## src/sv/contiguous_block_allocator_defines.svh

```systemverilog
// Assertion macros for the contiguous block allocator.
// Included by files that carry concurrent assertions; depends on nothing.
`ifndef CONTIGUOUS_BLOCK_ALLOCATOR_DEFINES_SVH
`define CONTIGUOUS_BLOCK_ALLOCATOR_DEFINES_SVH

// Antecedent implies consequent in the same cycle.
`define CBA_ASSERT_SAME(lbl, clk, rstn, ante, cons) \
    lbl: assert property (@(posedge clk) disable iff (!rstn) (ante) |-> (cons)) \
        else $error("cba assertion failed");

// Antecedent implies consequent in the next cycle.
`define CBA_ASSERT_NEXT(lbl, clk, rstn, ante, cons) \
    lbl: assert property (@(posedge clk) disable iff (!rstn) (ante) |=> (cons)) \
        else $error("cba assertion failed");

`endif

```

## src/sv/cba_pkg.sv

```systemverilog
// Shared types and constants of the contiguous block allocator.
// Used by every module of the block; depends on nothing.
package cba_pkg;

    localparam int NUM_BLOCKS_DEF = 128;
    localparam int MAX_FILES_DEF  = 32;

    localparam int NAME_W   = 64;
    localparam int START_W  = 7;
    localparam int COUNT_W  = 8;
    localparam int STATUS_W = 3;

    localparam int S_TDATA_W = 80;
    localparam int M_TDATA_W = 16;

    localparam logic FUNC_ALLOC  = 1'b0;
    localparam logic FUNC_LOOKUP = 1'b1;

    localparam logic [STATUS_W-1:0] ST_ALLOCATED    = 3'd0;
    localparam logic [STATUS_W-1:0] ST_OCCUPIED     = 3'd1;
    localparam logic [STATUS_W-1:0] ST_OUT_OF_RANGE = 3'd2;
    localparam logic [STATUS_W-1:0] ST_TABLE_FULL   = 3'd3;
    localparam logic [STATUS_W-1:0] ST_FOUND        = 3'd4;
    localparam logic [STATUS_W-1:0] ST_NOT_FOUND    = 3'd5;

    typedef struct packed {
        logic [NAME_W-1:0]  name;
        logic [START_W-1:0] start;
        logic [COUNT_W-1:0] count;
    } dir_entry_t;

    // A lookup query as it travels down the directory chain.
    typedef struct packed {
        logic               vld;
        logic               hit;
        logic [NAME_W-1:0]  key;
        logic [START_W-1:0] start;
        logic [COUNT_W-1:0] count;
    } dir_token_t;

endpackage

```

## src/sv/cba_cell.sv

```systemverilog
// One directory cell: holds one entry and compares the passing lookup word.
// Depends on cba_pkg.
module cba_cell import cba_pkg::*; #(
    parameter int MAX_FILES = MAX_FILES_DEF,
    parameter int INDEX     = 0
) (
    input  logic                             aclk,
    input  logic                             aresetn,
    input  dir_token_t                       tok_i,
    output dir_token_t                       tok_o,
    input  logic                             wr_en,
    input  dir_entry_t                       wr_entry,
    input  logic [$clog2(MAX_FILES+1)-1:0]   file_total
);

    localparam int CW = $clog2(MAX_FILES + 1);

    dir_entry_t entry_reg;
    dir_token_t tok_reg;
    dir_token_t tok_next;
    logic       live;

    assign live = CW'(INDEX) < file_total;

    always_comb begin
        tok_next = tok_i;
        if (tok_i.vld && !tok_i.hit && live && (entry_reg.name == tok_i.key)) begin
            tok_next.hit   = 1'b1;
            tok_next.start = entry_reg.start;
            tok_next.count = entry_reg.count;
        end
    end

    always_ff @(posedge aclk) begin
        if (wr_en && (file_total == CW'(INDEX))) begin
            entry_reg <= wr_entry;
        end
    end

    always_ff @(posedge aclk) begin
        if (!aresetn) begin
            tok_reg.vld <= 1'b0;
        end else begin
            tok_reg <= tok_next;
        end
    end

    assign tok_o = tok_reg;

endmodule

```

## src/sv/cba_dir.sv

```systemverilog
// File directory: a chain of cells with the entry count register.
// Depends on cba_pkg and cba_cell.
module cba_dir import cba_pkg::*; #(
    parameter int MAX_FILES = MAX_FILES_DEF
) (
    input  logic                             aclk,
    input  logic                             aresetn,
    input  dir_token_t                       tok_i,
    output dir_token_t                       tok_o,
    input  logic                             wr_en,
    input  dir_entry_t                       wr_entry,
    output logic [$clog2(MAX_FILES+1)-1:0]   file_total,
    output logic                             full
);

    localparam int CW = $clog2(MAX_FILES + 1);

    logic [CW-1:0] file_total_reg;
    dir_token_t    tok_chain [MAX_FILES+1];

    always_ff @(posedge aclk) begin
        if (!aresetn) begin
            file_total_reg <= '0;
        end else if (wr_en) begin
            file_total_reg <= file_total_reg + CW'(1);
        end
    end

    assign file_total = file_total_reg;
    assign full       = file_total_reg == CW'(MAX_FILES);

    assign tok_chain[0] = tok_i;

    for (genvar k = 0; k < MAX_FILES; k++) begin : g_cell
        cba_cell #(
            .MAX_FILES (MAX_FILES),
            .INDEX     (k)
        ) u_cell (
            .aclk       (aclk),
            .aresetn    (aresetn),
            .tok_i      (tok_chain[k]),
            .tok_o      (tok_chain[k+1]),
            .wr_en      (wr_en),
            .wr_entry   (wr_entry),
            .file_total (file_total_reg)
        );
    end

    assign tok_o = tok_chain[MAX_FILES];

endmodule

```

## config.mk

```make
export PLATFORM = sky130hd
export DESIGN_NAME = cba_dir
export DESIGN_NICKNAME = d
export VERILOG_FILES = /design/src/sv/contiguous_block_allocator_defines.svh /design/src/sv/cba_pkg.sv /design/src/sv/cba_cell.sv /design/src/sv/cba_dir.sv
export SDC_FILE = /design/constraint.sdc
export NUM_CORES = 2
export LEC_CHECK = 0
export ABC_AREA = 0
export ABC_CLOCK_PERIOD_IN_PS = 21600
export BUFFER_PORTS_ARGS = -buffer_cell sky130_fd_sc_hd__buf_2
export CORE_UTILIZATION = 44
export DETAILED_ROUTE_END_ITERATION = 10
export SYNTH_ARGS = -nofsm -noshare
export SYNTH_HDL_FRONTEND = slang
export SYNTH_SLANG_ARGS = --single-unit
```

## constraint.sdc

```tcl
create_clock -name aclk -period 21.6 [get_ports aclk]
set_input_delay 2.16 -clock aclk [delete_from_list [all_inputs] [get_ports aclk]]
set_output_delay 2.16 -clock aclk [all_outputs]
set_load 0.05 [all_outputs]
```

==> results.sh <==
export IMPL_critPathKind="input pin to flop"
export IMPL_dp_hpwl_um=379000
export IMPL_grt_start_max_net_pins=192
export IMPL_clkLatencyLatePin_ns=1.07
export IMPL_worstPathArrival_ns=7.35
export IMPL_relSlewSlack=0.164
export IMPL_maxCapViolations=0
export IMPL_hold_depth=0
export IMPL_end_kind="flop"
export IMPL_yosysTopAreaCell="edfxtp_1"
export IMPL_h_tree_depth=6
export IMPL_rsz0062_at_grt="no"
export IMPL_worst_pin_slew_ns=1.24
export IMPL_io_pin_count=251
export IMPL_crit_chain="buf_12 > buf_4 > buf_4 > buf_4 > buf_4 > buf_4"
export IMPL_yosys_warnings=0
export IMPL_ff2ff_path_depth=7
export IMPL_syn_area_mm2=0.185
export IMPL_core_mm2=0.417
export IMPL_final_hold_violation_count=0
export IMPL_finClkSkew_ns=0.0490
export IMPL_drt_initial_drc_count=15700
export IMPL_whs_ns=0.448
export IMPL_area_growth_syn_to_layout_pct=14.4
export IMPL_grt_pass1_wl_um=751000
export IMPL_startpoint_type="input pin"
export IMPL_cts_sinks=5126
export IMPL_routed_wl_um=562000
export IMPL_p_leak_nw=69.9
export IMPL_port_buffers=250
export IMPL_synth_seq_cells=5126
export IMPL_timing_fmax_ghz=0.149
export IMPL_cp_max_fo=117
export IMPL_syn_area_per_cell_um2=20.1
export IMPL_fin_tns_setup_ns=0
export IMPL_syn_inst=9164
export IMPL_track_usage=0.261
export IMPL_p_total_mw=21.4
export IMPL_place_congestion=0.915
export IMPL_worst_path_most_repeated_cell="buf_4"
export IMPL_final_setup_viol_count=0
export IMPL_vias=91500
export IMPL_cts_buffer_depth=4
export IMPL_ys_top_cells_by_area="edfxtp_1 (83%), xor2_1 (3.9%), xnor2_1 (3.6%), mux2_2 (2.8%), nor4_1 (0.96%)"
export IMPL_pwr_density_cell_mw_per_mm2=101
export IMPL_outcome="finished clean"
export IMPL_multi_input_area_mm2=0.0294
export IMPL_dr_pass1_iters=7
export IMPL_synth_seq_area_share=0.832
export IMPL_drc=0
export IMPL_clk_pin_slew_worst_paths_ns=0.06
export IMPL_max_stage_delay_ns=0.96
export IMPL_cts_tree="built"
export IMPL_ys_top_cells_by_count="edfxtp_1 (5088), xor2_1 (821), xnor2_1 (758)"
export IMPL_largest_register_ffs=2592
export IMPL_nFillCells=33100
export IMPL_synth_top_area_frac=0.827
export IMPL_grt_pass1_vias=88400
export IMPL_via_per_inst=5.71
export IMPL_routedWlPerCell_um=35.1
export IMPL_post_route_period_util=0.311
export IMPL_drive_gt1_frac=0.161
export IMPL_cts_buffers_inserted=531
export IMPL_finalNetCount=10200
export IMPL_synth_edf_count=5088
export IMPL_synthArstFlopShare=0
export IMPL_yosysMostFrequentCell="edfxtp_1"
export IMPL_rows=237
export IMPL_synth_distinct_cells=65
export IMPL_final_antenna_net_count=0
export IMPL_clock_root_buffer="clkbuf_16"
export IMPL_post_route_min_period_ns=6.71
export IMPL_dieArea_mm2=0.422
export IMPL_critPathRequiredTime_ns=22.24
export IMPL_synthesis_nets=9331
export IMPL_antenna_found_initial=120
export IMPL_cts_resized=0
export IMPL_cts_setup_buffers=0
export IMPL_ir_drop_mv=0.0975
export IMPL_die_width_um=650
export IMPL_fin_util=0.506
export IMPL_slew_viol_final=0
export IMPL_overflow=0
export IMPL_synth_flop_cell="edfxtp_1"
export IMPL_ctsHoldBuffers=0
export IMPL_min_path_type="flop to flop"
export IMPL_ff_latch_area_mm2=0.154
export IMPL_critPathSlowestCell="buf_4"
export IMPL_die_h_um=650
export IMPL_initial_core_util=0.443
==> layout make-up <==
cell class,count,area share
flip-flops and latches,5126,0.727
multi-input cells,3530,0.139
clock buffers,670,0.0669
well taps,5497,0.0326
clock inverters,287,0.0134
repair buffers,419,0.0124
inverters,444,0.00789
diodes,50,0.000592
==> cells by family after synthesis <==
logic type	share of synthesized area
AO/OA/AOI/OAI	0.0193
XOR/XNOR	0.0749
adder cells (fa/ha/maj)	0.000271
buffers and inverters	0.0108
flip-flops	0.832
multiplexers	0.0297
AND/OR/NAND/NOR	0.0335
==> routing by layer <==
metal	track usage	up-vias	routed length, um
li1	-	37500	-
met1	0.349	47400	211000
met2	0.435	5618	274000
met3	0.0377	1005	52600
met4	0.0972	16	23600
met5	0	-	115
==> per-stage QoR <==
step                      cells  area (um^2)  setup WS (ns)
after floorplan            9164       185000          10.73
after global placement    15000       194000          14.10
after detailed placement  15000       194000          13.96
after CTS                 16000       211000          15.07
after global routing      16000       211000          14.68
final                     16000       211000          14.89
==> worst max-delay path: cells and delay by family <==
family                 cells  cell delay, ns
buffers and inverters      6            4.63
==> cells in the final DEF (no fill, tap or decap), types with 112 or more instances in the layout <==
cell type | Yosys | layout
nor2b_1 | 129 | 129
inv_1 | 443 | 443
o22ai_1 | 152 | 152
edfxtp_1 | 5088 | 5088
clkinv_1 | 0 | 112
nor4_1 | 284 | 279
buf_2 | 26 | 233
clkbuf_1 | 27 | 117
clkbuf_16 | 0 | 539
xor2_1 | 821 | 821
nand4_1 | 265 | 265
xnor2_1 | 758 | 758
mux2_2 | 460 | 460
buf_4 | 3 | 181
==> report_power, final <==
part,internal [mW],total [mW],switching [mW]
registers,11.3,11.6,0.304
clock network,5.14,9.00,3.86
logic,0.190,0.738,0.548
==> path summary, 6_finish.rpt <==
path                                                     to  slack [ns]                   startpoint
worst max-delay path            g_cell[30].u_cell.tok_o[28]       14.89                      aresetn
worst min-delay path            g_cell[20].u_cell.tok_o[42]        0.45  g_cell[19].u_cell.tok_o[42]
worst max register to register   g_cell[25].u_cell.tok_o[8]       16.96                file_total[2]
worst min register to register  g_cell[20].u_cell.tok_o[42]        0.45  g_cell[19].u_cell.tok_o[42]
(Power assumes the default switching activity.)
