[config.mk]
export PLATFORM = sky130hd
export DESIGN_NAME = cba_occ
export DESIGN_NICKNAME = d
export VERILOG_FILES = /design/src/sv/contiguous_block_allocator_defines.svh /design/src/sv/cba_pkg.sv /design/src/sv/cba_occ.sv
export SDC_FILE = /design/constraint.sdc
export NUM_CORES = 1
export LEC_CHECK = 0
export ABC_AREA = 1
export BUFFER_PORTS_ARGS = -buffer_cell sky130_fd_sc_hd__buf_4
export CAP_MARGIN = 15
export CORE_MARGIN = 8
export CORE_UTILIZATION = 41
export DETAILED_ROUTE_END_ITERATION = 7
export SKIP_LAST_GASP = 1
export SLEW_MARGIN = 20
export SYNTH_ARGS = -nofsm -noshare
export SYNTH_HDL_FRONTEND = slang
export SYNTH_SLANG_ARGS = --single-unit
[constraint.sdc]
create_clock -name aclk -period 6.7 [get_ports aclk]
set_clock_uncertainty 0.15 [all_clocks]
set_input_delay 2.01 -clock aclk [delete_from_list [all_inputs] [get_ports aclk]]
set_output_delay 2.01 -clock aclk [all_outputs]
set_load 0.01 [all_outputs]
[src/sv/contiguous_block_allocator_defines.svh]
// Assertion macros for the contiguous block allocator.
// Included by files that carry concurrent assertions; depends on nothing.
`ifndef CONTIGUOUS_BLOCK_ALLOCATOR_DEFINES_SVH
`define CONTIGUOUS_BLOCK_ALLOCATOR_DEFINES_SVH

// Antecedent implies consequent in the same cycle.
`define CBA_ASSERT_SAME(lbl, clk, rstn, ante, cons) \
    lbl: assert property (@(posedge clk) disable iff (!rstn) (ante) |-> (cons)) \
        else $error("cba assertion failed");

// Antecedent implies consequent in the next cycle.
`define CBA_ASSERT_NEXT(lbl, clk, rstn, ante, cons) \
    lbl: assert property (@(posedge clk) disable iff (!rstn) (ante) |=> (cons)) \
        else $error("cba assertion failed");

`endif

[src/sv/cba_pkg.sv]
// Shared types and constants of the contiguous block allocator.
// Used by every module of the block; depends on nothing.
package cba_pkg;

    localparam int NUM_BLOCKS_DEF = 128;
    localparam int MAX_FILES_DEF  = 32;

    localparam int NAME_W   = 64;
    localparam int START_W  = 7;
    localparam int COUNT_W  = 8;
    localparam int STATUS_W = 3;

    localparam int S_TDATA_W = 80;
    localparam int M_TDATA_W = 16;

    localparam logic FUNC_ALLOC  = 1'b0;
    localparam logic FUNC_LOOKUP = 1'b1;

    localparam logic [STATUS_W-1:0] ST_ALLOCATED    = 3'd0;
    localparam logic [STATUS_W-1:0] ST_OCCUPIED     = 3'd1;
    localparam logic [STATUS_W-1:0] ST_OUT_OF_RANGE = 3'd2;
    localparam logic [STATUS_W-1:0] ST_TABLE_FULL   = 3'd3;
    localparam logic [STATUS_W-1:0] ST_FOUND        = 3'd4;
    localparam logic [STATUS_W-1:0] ST_NOT_FOUND    = 3'd5;

    typedef struct packed {
        logic [NAME_W-1:0]  name;
        logic [START_W-1:0] start;
        logic [COUNT_W-1:0] count;
    } dir_entry_t;

    // A lookup query as it travels down the directory chain.
    typedef struct packed {
        logic               vld;
        logic               hit;
        logic [NAME_W-1:0]  key;
        logic [START_W-1:0] start;
        logic [COUNT_W-1:0] count;
    } dir_token_t;

endpackage

[src/sv/cba_occ.sv]
// Occupancy bitmap with registered range mask and chunked overlap check.
// Depends on cba_pkg.
module cba_occ import cba_pkg::*; #(
    parameter int NUM_BLOCKS = NUM_BLOCKS_DEF
) (
    input  logic               aclk,
    input  logic               aresetn,
    input  logic               load,
    input  logic [START_W-1:0] start,
    input  logic [COUNT_W-1:0] count,
    input  logic               mark,
    output logic               hit
);

    localparam int EW    = $clog2(NUM_BLOCKS + 384);
    localparam int CHUNK = 64;
    localparam int NCH   = (NUM_BLOCKS + CHUNK - 1) / CHUNK;

    logic [NUM_BLOCKS-1:0] occ_reg;
    logic [NUM_BLOCKS-1:0] mask_reg;
    logic [NUM_BLOCKS-1:0] mask_next;
    logic [NCH*CHUNK-1:0]  hit_bits;
    logic [NCH-1:0]        chunk_reg;
    logic [EW-1:0]         lo;
    logic [EW-1:0]         hi;

    assign lo = EW'(start);
    assign hi = EW'(start) + EW'(count);

    for (genvar i = 0; i < NUM_BLOCKS; i++) begin : g_mask
        assign mask_next[i] = (EW'(i) >= lo) && (EW'(i) < hi);
    end

    assign hit_bits = (NCH*CHUNK)'(occ_reg & mask_reg);

    always_ff @(posedge aclk) begin
        if (!aresetn) begin
            occ_reg <= '0;
        end else if (mark) begin
            occ_reg <= occ_reg | mask_reg;
        end
    end

    always_ff @(posedge aclk) begin
        if (load) begin
            mask_reg <= mask_next;
        end
    end

    for (genvar c = 0; c < NCH; c++) begin : g_chunk
        always_ff @(posedge aclk) begin
            chunk_reg[c] <= |hit_bits[c*CHUNK +: CHUNK];
        end
    end

    assign hit = |chunk_reg;

endmodule

==> results of run 1 <==
==> how the worst max path moves through the flow <==
stage	slack [ns]	cells past startpoint	from	endpoint
floorplan	2.63	16	start[0]	mask_reg[19]
global placement	1.52	14	start[0]	mask_reg[3]
detailed placement	1.43	14	start[0]	mask_reg[3]
CTS	1.98	14	start[0]	mask_reg[3]
global route	1.74	14	start[0]	mask_reg[3]
finish	1.90	14	start[0]	mask_reg[3]
==> power by group through the flow <==
stage / combinational (mW) / clock (mW) / sequential (mW)
3_3_place_gp: 0.673 / 0 / 1.97
4_1_cts: 0.676 / 1.48 / 1.94
5_1_grt: 0.751 / 1.54 / 1.96
6_report: 0.688 / 1.44 / 1.94
3_5_place_dp: 0.674 / 0 / 1.97
2_1_floorplan: 0.455 / 0 / 1.95
==> layout by cell type, fill, tap and decap left out, types with 3 or more instances in the layout <==
cell type  Yosys  routed
nand4_1       22      22
o21a_1         4       4
nor4_1         3       3
nor3_1         5       5
dfxtp_1      130     130
nor2_4         4       4
buf_4          4      26
clkbuf_8       0       4
nand3_1       52      52
a22o_1        14      14
o21ai_0       83      83
nor2_1       313     313
clkbuf_16      0      29
inv_1        123     122
ha_1           7       7
nor3b_1        3       3
nor2_2         5       5
a21oi_2        3       4
a21oi_1      174     173
clkbuf_1      35      13
edfxtp_1     128     128
nand2_1      316     316
nand2_2        5       5
a22oi_1        6       6
==> final cells by class <==
cell class | instances | area (um^2) | area share [%]
clock buffers | 46 | 830 | 6.30
multi-input cells | 1035 | 4710 | 35.7
clock inverters | 6 | 37.5 | 0.285
inverters | 125 | 472 | 3.58
well taps | 384 | 480 | 3.65
flip-flops and latches | 258 | 6450 | 49.0
repair buffers | 26 | 195 | 1.48
==> cells by family (layout without fill, tap and decap cells) <==
| family | Yosys count | in the layout |
|---|---|---|
| simple gates | 736 | 736 |
| compound gates | 291 | 291 |
| flops | 258 | 258 |
| buf+inv | 182 | 203 |
| fa+ha+maj | 8 | 8 |
==> per-layer routing <==
| metal | share of wire, % | vias up |
|---|---|---|
| met5 | 0 | - |
| li1 | - | 4867 |
| met2 | 44 | 460 |
| met1 | 45 | 4754 |
| met3 | 8.9 | 67 |
| met4 | 2.8 | 0 |
==> Yosys cell counts, types with 2 or more instances <==
cell type	count
nor2_4	4
nand3_1	52
ha_1	7
a21oi_1	174
clkbuf_1	35
o21a_1	4
dfxtp_1	130
o211ai_1	2
buf_6	8
buf_2	8
o21ai_0	83
nor2_2	5
edfxtp_1	128
a22o_1	14
a21oi_2	3
nor2_8	2
nand2_2	5
nor2_1	313
buf_1	2
nand4_1	22
nand2_1	316
inv_1	123
nor4_1	3
nand3_2	2
a22oi_1	6
nor3b_1	3
nor3_1	5
buf_4	4
==> worst max-delay path, cell delays in order <==
cell and delay [ns]:
buf_4 0.11, ha_1 0.19, inv_1 0.06, fa_1 0.37
inv_1 0.08, nand3_1 0.12, nand2_2 0.13, nand2_1 0.06
nand2_1 0.46, nand2_1 0.38, nor2_1 0.44, inv_1 0.10
o21ai_0 0.35, inv_1 0.07
==> through the flow <==
step	cell area (um^2)	utilization (%)
after floorplan	11900	-
final	13200	45.9
after detailed placement	12300	42.9
after global placement	12300	42.9
after CTS	13200	45.9
after global routing	13200	45.9
==> results.yml, run 1 <==
outcome:
  outcome: "complete, no violations"
cts:
  worstSkewPairLatency_ns: 0.54
  htree_num_levels: 1
  clkSinkCount: 258
  cts_buffers: 28
  clockBufferDepth: 3
  post-cts-setup-buffer-count: 0
  cts_tree: "built"
  post_cts_resized: 0
  clkTransAtPathRegs_ns: 0.06
  ctsHoldBuffers: 0
  cts_root_buf: "clkbuf_16"
worst_setup_path:
  crit_arrival_ns: 4.93
  critPathKind: "in2reg"
  reg2reg_slack_ns: 4.89
  rr_endpoint: "chunk_reg[1]"
  crit_fanout: 11
  r2r_start: "mask_reg[66]"
  startpoint_type: "input pin"
  worst-r2r-cell-count: 4
  end_kind: "register"
  crit_required_ns: 6.83
synth:
  synthXorXnorAreaFrac_pct: 0
  ys_ff_latch: 258
  yosys_warnings: 0
  synth_top_area_share_pct: 32.3
  synth-async-reset-ratio_pct: 0
  synthesis.area_per_instance_um2: 8.08
  ys_seq_area_share_pct: 54.1
  syn_area_um2: 11900
  synth_edf_count: 128
  yosys.area_share.simple_pct: 25.5
  synth_compound_area_share_pct: 13.1
  synth_mux_area_share_pct: 0
  yosys.area.top_type: "edfxtp_1"
  synth_fa_ha_area_share_pct: 0.903
  ys_types: 40
  synthTopCellsByArea: "edfxtp_1 (32%), dfxtp_1 (22%), nand2_1 (10%)"
  netlist_instances: 1475
  synth_top_family_by_area: "simple AND/OR/NAND/NOR gates"
  ys.flop_type: "dfxtp_1"
  syn_nets: 1502
sta:
  holdWs_ns: 0.313
  finalHoldViolCount: 0
  fin_ws_ns: 1.90
  period_needed_ns: 4.80
  setup_viol: 0
  fin_tns_setup_ns: 0
  max_freq_ghz: 0.208
  fin_crit_sh_pct: 71.6
  slew_headroom_pct: 20.9
  grt_setup_unrepaired: "false"
  slew_viol_final: 0
  tightest_slew_ns: 1.19
detailed_routing:
  firstDrtPassIters: 6
  vias: 10148
  wl_mm: 37.2
  postRouteAntennaNets: 0
  drc: 0
  wl_per_cell_um: 19.8
  viasPerCell: 5.40
  dr.first_iter.drc_count: 1220
die:
  die_area_um2: 34800
  rows: 62
  initial_utilization_pct: 41.5
  die_x_um: 186
  io_pins: 20
  core-area_um2: 28700
  die_h_um: 186
power:
  p_int_mw: 2.88
  power.switching_mw: 1.19
  swShare_pct: 29.2
  power_density_nw_per_um2: 309
  irDropWorstVdd_v: 0.000230
  p_comb_share_pct: 16.9
  p_leak_nw: 5.49
  power_frac_clock_pct: 35.4
  seqPwrFrac_pct: 47.7
  finalPower_mw: 4.07
grt:
  busiest_layer: "met2"
  grt_pass1_vias: 9435
  grt.met1_usage_pct: 29.6
  grt_overflow: 0
  use_met2_pct: 31.4
  grt.total_usage_pct: 20.6
  grt_pass1_wl_mm: 56.7
  grt_start_max_net_pins: 89
  met3_usage_pct: 3.71
  antenna_found_initial: 0
layout:
  drive_gt1_share_pct: 6.08
  final_nets: 1501
  fillerInstances: 2884
  antenna-diode-count: 0
  finalNonFillerCells: 1880
  area_delta_synth_final_pct: 10.5
place:
  portBuffers: 19
  place_inst: 1828
  gp_congestion: 1.04
  place_hpwl_mm: 26.4
  pre_cts_ws_ns: 1.43
min_path:
  holdPathEnd: "occ_reg[78]"
  hold_depth: 2
  hold_class: "reg2reg"
  min_from: "occ_reg[78]"
run:
  max_cap_violations: 0
No activity file was read; power rests on OpenSTA's default activity.
==> inputs of run 2 (changes only) <==
Settings changed: ABC_AREA 1 to 0.
Clock period 6.7 ns to 4.2 ns, I/O delays scaled along.
==> run 2 against run 1 <==
- clock power is 69% higher
- synthesized cell count down 24%
- sequential power increased by 61%
- critical path depth fell by 1
- wire length fell by 8.9%
- combinational power rose by 90%
- synthesized area shrank 2.6%
- power grew 68%
- via count decreased by 10%
- largest cell class unchanged
==> results.yml, run 2 <==
outcome:
  outcome: "complete, no violations"
cts:
  htree_num_levels: 1
  post-cts-setup-buffer-count: 0
  worstSkewPairLatency_ns: 0.54
  cts_buffers: 28
  ctsHoldBuffers: 0
  cts_tree: "built"
  post_cts_resized: 0
  cts_root_buf: "clkbuf_16"
  clkTransAtPathRegs_ns: 0.06
  clockBufferDepth: 3
  clkSinkCount: 258
worst_setup_path:
  crit_arrival_ns: 3.98
  cp_top_family: "buffers and inverters"
  path_common_cell: "buf_4"
  crit_chain: "buf_4 -> buf_4 -> inv_1 -> fa_1 -> nor2b_4 -> o21ai_1 -> a21bo_1 -> a31oi_4 -> buf_4 -> buf_4 -> nor2_4 -> buf_12 -> a21boi_0"
  crit_fanout: 33
  critical-path-max-stage-delay_ns: 0.50
  critPathBufInv: 6
  end_kind: "register"
  reg2reg_slack_ns: 2.02
  startpoint_type: "input pin"
  cp_slowest_cell: "fa_1"
  critPathKind: "in2reg"
  crit_required_ns: 4.34
grt:
  antenna_found_initial: 1
  grt.total_usage_pct: 19.7
  grt_pass1_wl_mm: 51.9
  grt_overflow: 0
  grt_start_max_net_pins: 129
  grt_pass1_vias: 8750
die:
  core-area_um2: 27900
  initial_utilization_pct: 41.7
  rows: 61
  die_h_um: 184
  die_area_um2: 33900
  die_x_um: 184
  io_pins: 20
synth:
  synth-async-reset-ratio_pct: 0
  synthTopCellsByArea: "edfxtp_1 (33%), dfxtp_1 (22%), a21oi_1 (9.7%)"
  yosys.area.top_type: "edfxtp_1"
  yosys_warnings: 0
  syn_area_um2: 11600
  syn_nets: 1154
  ys.flop_type: "dfxtp_1"
  synth_edf_count: 128
  synth_top_area_share_pct: 33.1
  yosysMostFrequentCell: "a21oi_1"
  netlist_instances: 1127
  synth_commonest_cells: "a21oi_1 (225), nor2b_1 (136), dfxtp_1 (130), edfxtp_1 (128), a221oi_1 (61)"
  ys_seq_area_share_pct: 55.5
  ys_ff_latch: 258
  ys_types: 58
  synthesis.area_per_instance_um2: 10.3
power:
  irDropWorstVdd_v: 0.000249
  p_comb_share_pct: 19.1
  power_frac_clock_pct: 35.4
  seqPwrFrac_pct: 45.5
  p_int_mw: 4.89
  finalPower_mw: 6.85
  swShare_pct: 28.6
  power.switching_mw: 1.96
  p_leak_nw: 4.74
  power_density_nw_per_um2: 516
detailed_routing:
  vias: 9110
  firstDrtPassIters: 6
  dr.first_iter.drc_count: 923
  drc: 0
  wl_per_cell_um: 21.9
  viasPerCell: 5.88
  wl_mm: 33.9
  postRouteAntennaNets: 0
place:
  place_area_um2: 12400
  portBuffers: 19
  place_hpwl_mm: 22.8
  gp_congestion: 0.957
  pre_cts_ws_ns: -0.0905
sta:
  grt_setup_unrepaired: "false"
  slew_headroom_pct: 31.1
  setup_viol: 0
  tightest_slew_ns: 1.03
  period_needed_ns: 3.85
  slew_viol_final: 0
  fin_crit_sh_pct: 91.6
  fin_ws_ns: 0.354
  finalHoldViolCount: 0
  holdWs_ns: 0.336
  max_freq_ghz: 0.260
min_path:
  hold_class: "reg2reg"
layout:
  area_delta_synth_final_pct: 14.5
  layout_commonest_cell: "a21oi_1"
  final_nets: 1174
  drive_gt1_share_pct: 12.3
  fin_area_um2: 13300
  most-common-layout-cells: "a21oi_1 (225), nor2b_1 (136), dfxtp_1 (130), edfxtp_1 (128), buf_4 (73)"
run:
  max_cap_violations: 0
run 2: cell types whose count changed after synthesis, moves of 12 or more:
cell,previous run,this run
nand2_1,316,59
nor2_1,313,56
nor2b_1,0,136
inv_1,123,8
a221oi_1,1,61
o21ai_0,83,28
a21oi_1,174,225
nand3_1,52,15
a211oi_1,1,33
clkbuf_1,35,57
a22o_1,14,32
nand4_1,22,8
buf_2,8,20
run 2: final cells by class:
type,count,area [um^2]
Clock buffer,42,846
Clock inverter,10,77.6
Multi-Input combinational cell,770,4720
Timing Repair Buffer,80,688
Inverter,9,33.8
Antenna cell,2,5.00
Sequential cell,258,6450
Fill cell,2623,14600
Tap cell,378,473
run 2: routing by layer:
metal | vias to the layer above | part of all wire (%) | global-route usage [%]
met5 | - | 0.038 | 0
met4 | 2 | 4.9 | 8.97
met3 | 108 | 6.1 | 2.85
met2 | 382 | 45 | 31.1
met1 | 4369 | 44 | 26.5
li1 | 4249 | - | -
run 2: path summary, 6_finish.rpt:
| check | startpoint | to | depth (start not counted) |
|---|---|---|---|
| max | start[1] | mask_reg[55] | 13 |
| min | occ_reg[25] | occ_reg[25] | 2 |
| max reg2reg | mask_reg[89] | chunk_reg[1] | 4 |
| min reg2reg | occ_reg[25] | occ_reg[25] | 2 |
run 2: logic make-up (layout without fill, tap and decap cells):
logic type	count (synthesis)	count (layout)	synth area share (%)
XOR/XNOR	6	6	0.582
other	0	2	0
adder cells (fa/ha/maj)	8	8	0.927
AND/OR/NAND/NOR	318	318	14.7
buffers and inverters	99	141	3.84
flip-flops	258	258	55.5
AO/OA/AOI/OAI	438	438	24.4
run 2: power by group through the flow:
stage | Clock, mW | Combinational, mW | Sequential (mW)
floorplan | 0 | 0.815 | 3.11
global placement | 0 | 1.27 | 3.17
detailed placement | 0 | 1.28 | 3.17
CTS | 2.48 | 1.28 | 3.12
global route | 2.58 | 1.40 | 3.15
finish | 2.43 | 1.31 | 3.12
run 2: through the flow:
stage	utilization, %	TNS [ns]	instances
after floorplan	-	0	1127
after global placement	44.4	-0.132	1495
after detailed placement	44.4	-0.246	1495
after CTS	47.7	0	1547
after global routing	47.7	0	1547
final	47.7	0	1549
run 2: tightest hold or removal path, stage by stage, from the launching register on:
cell and delay, ns:
dfxtp_1 0.32, a21oi_1 0.04, nor2b_1 0.09
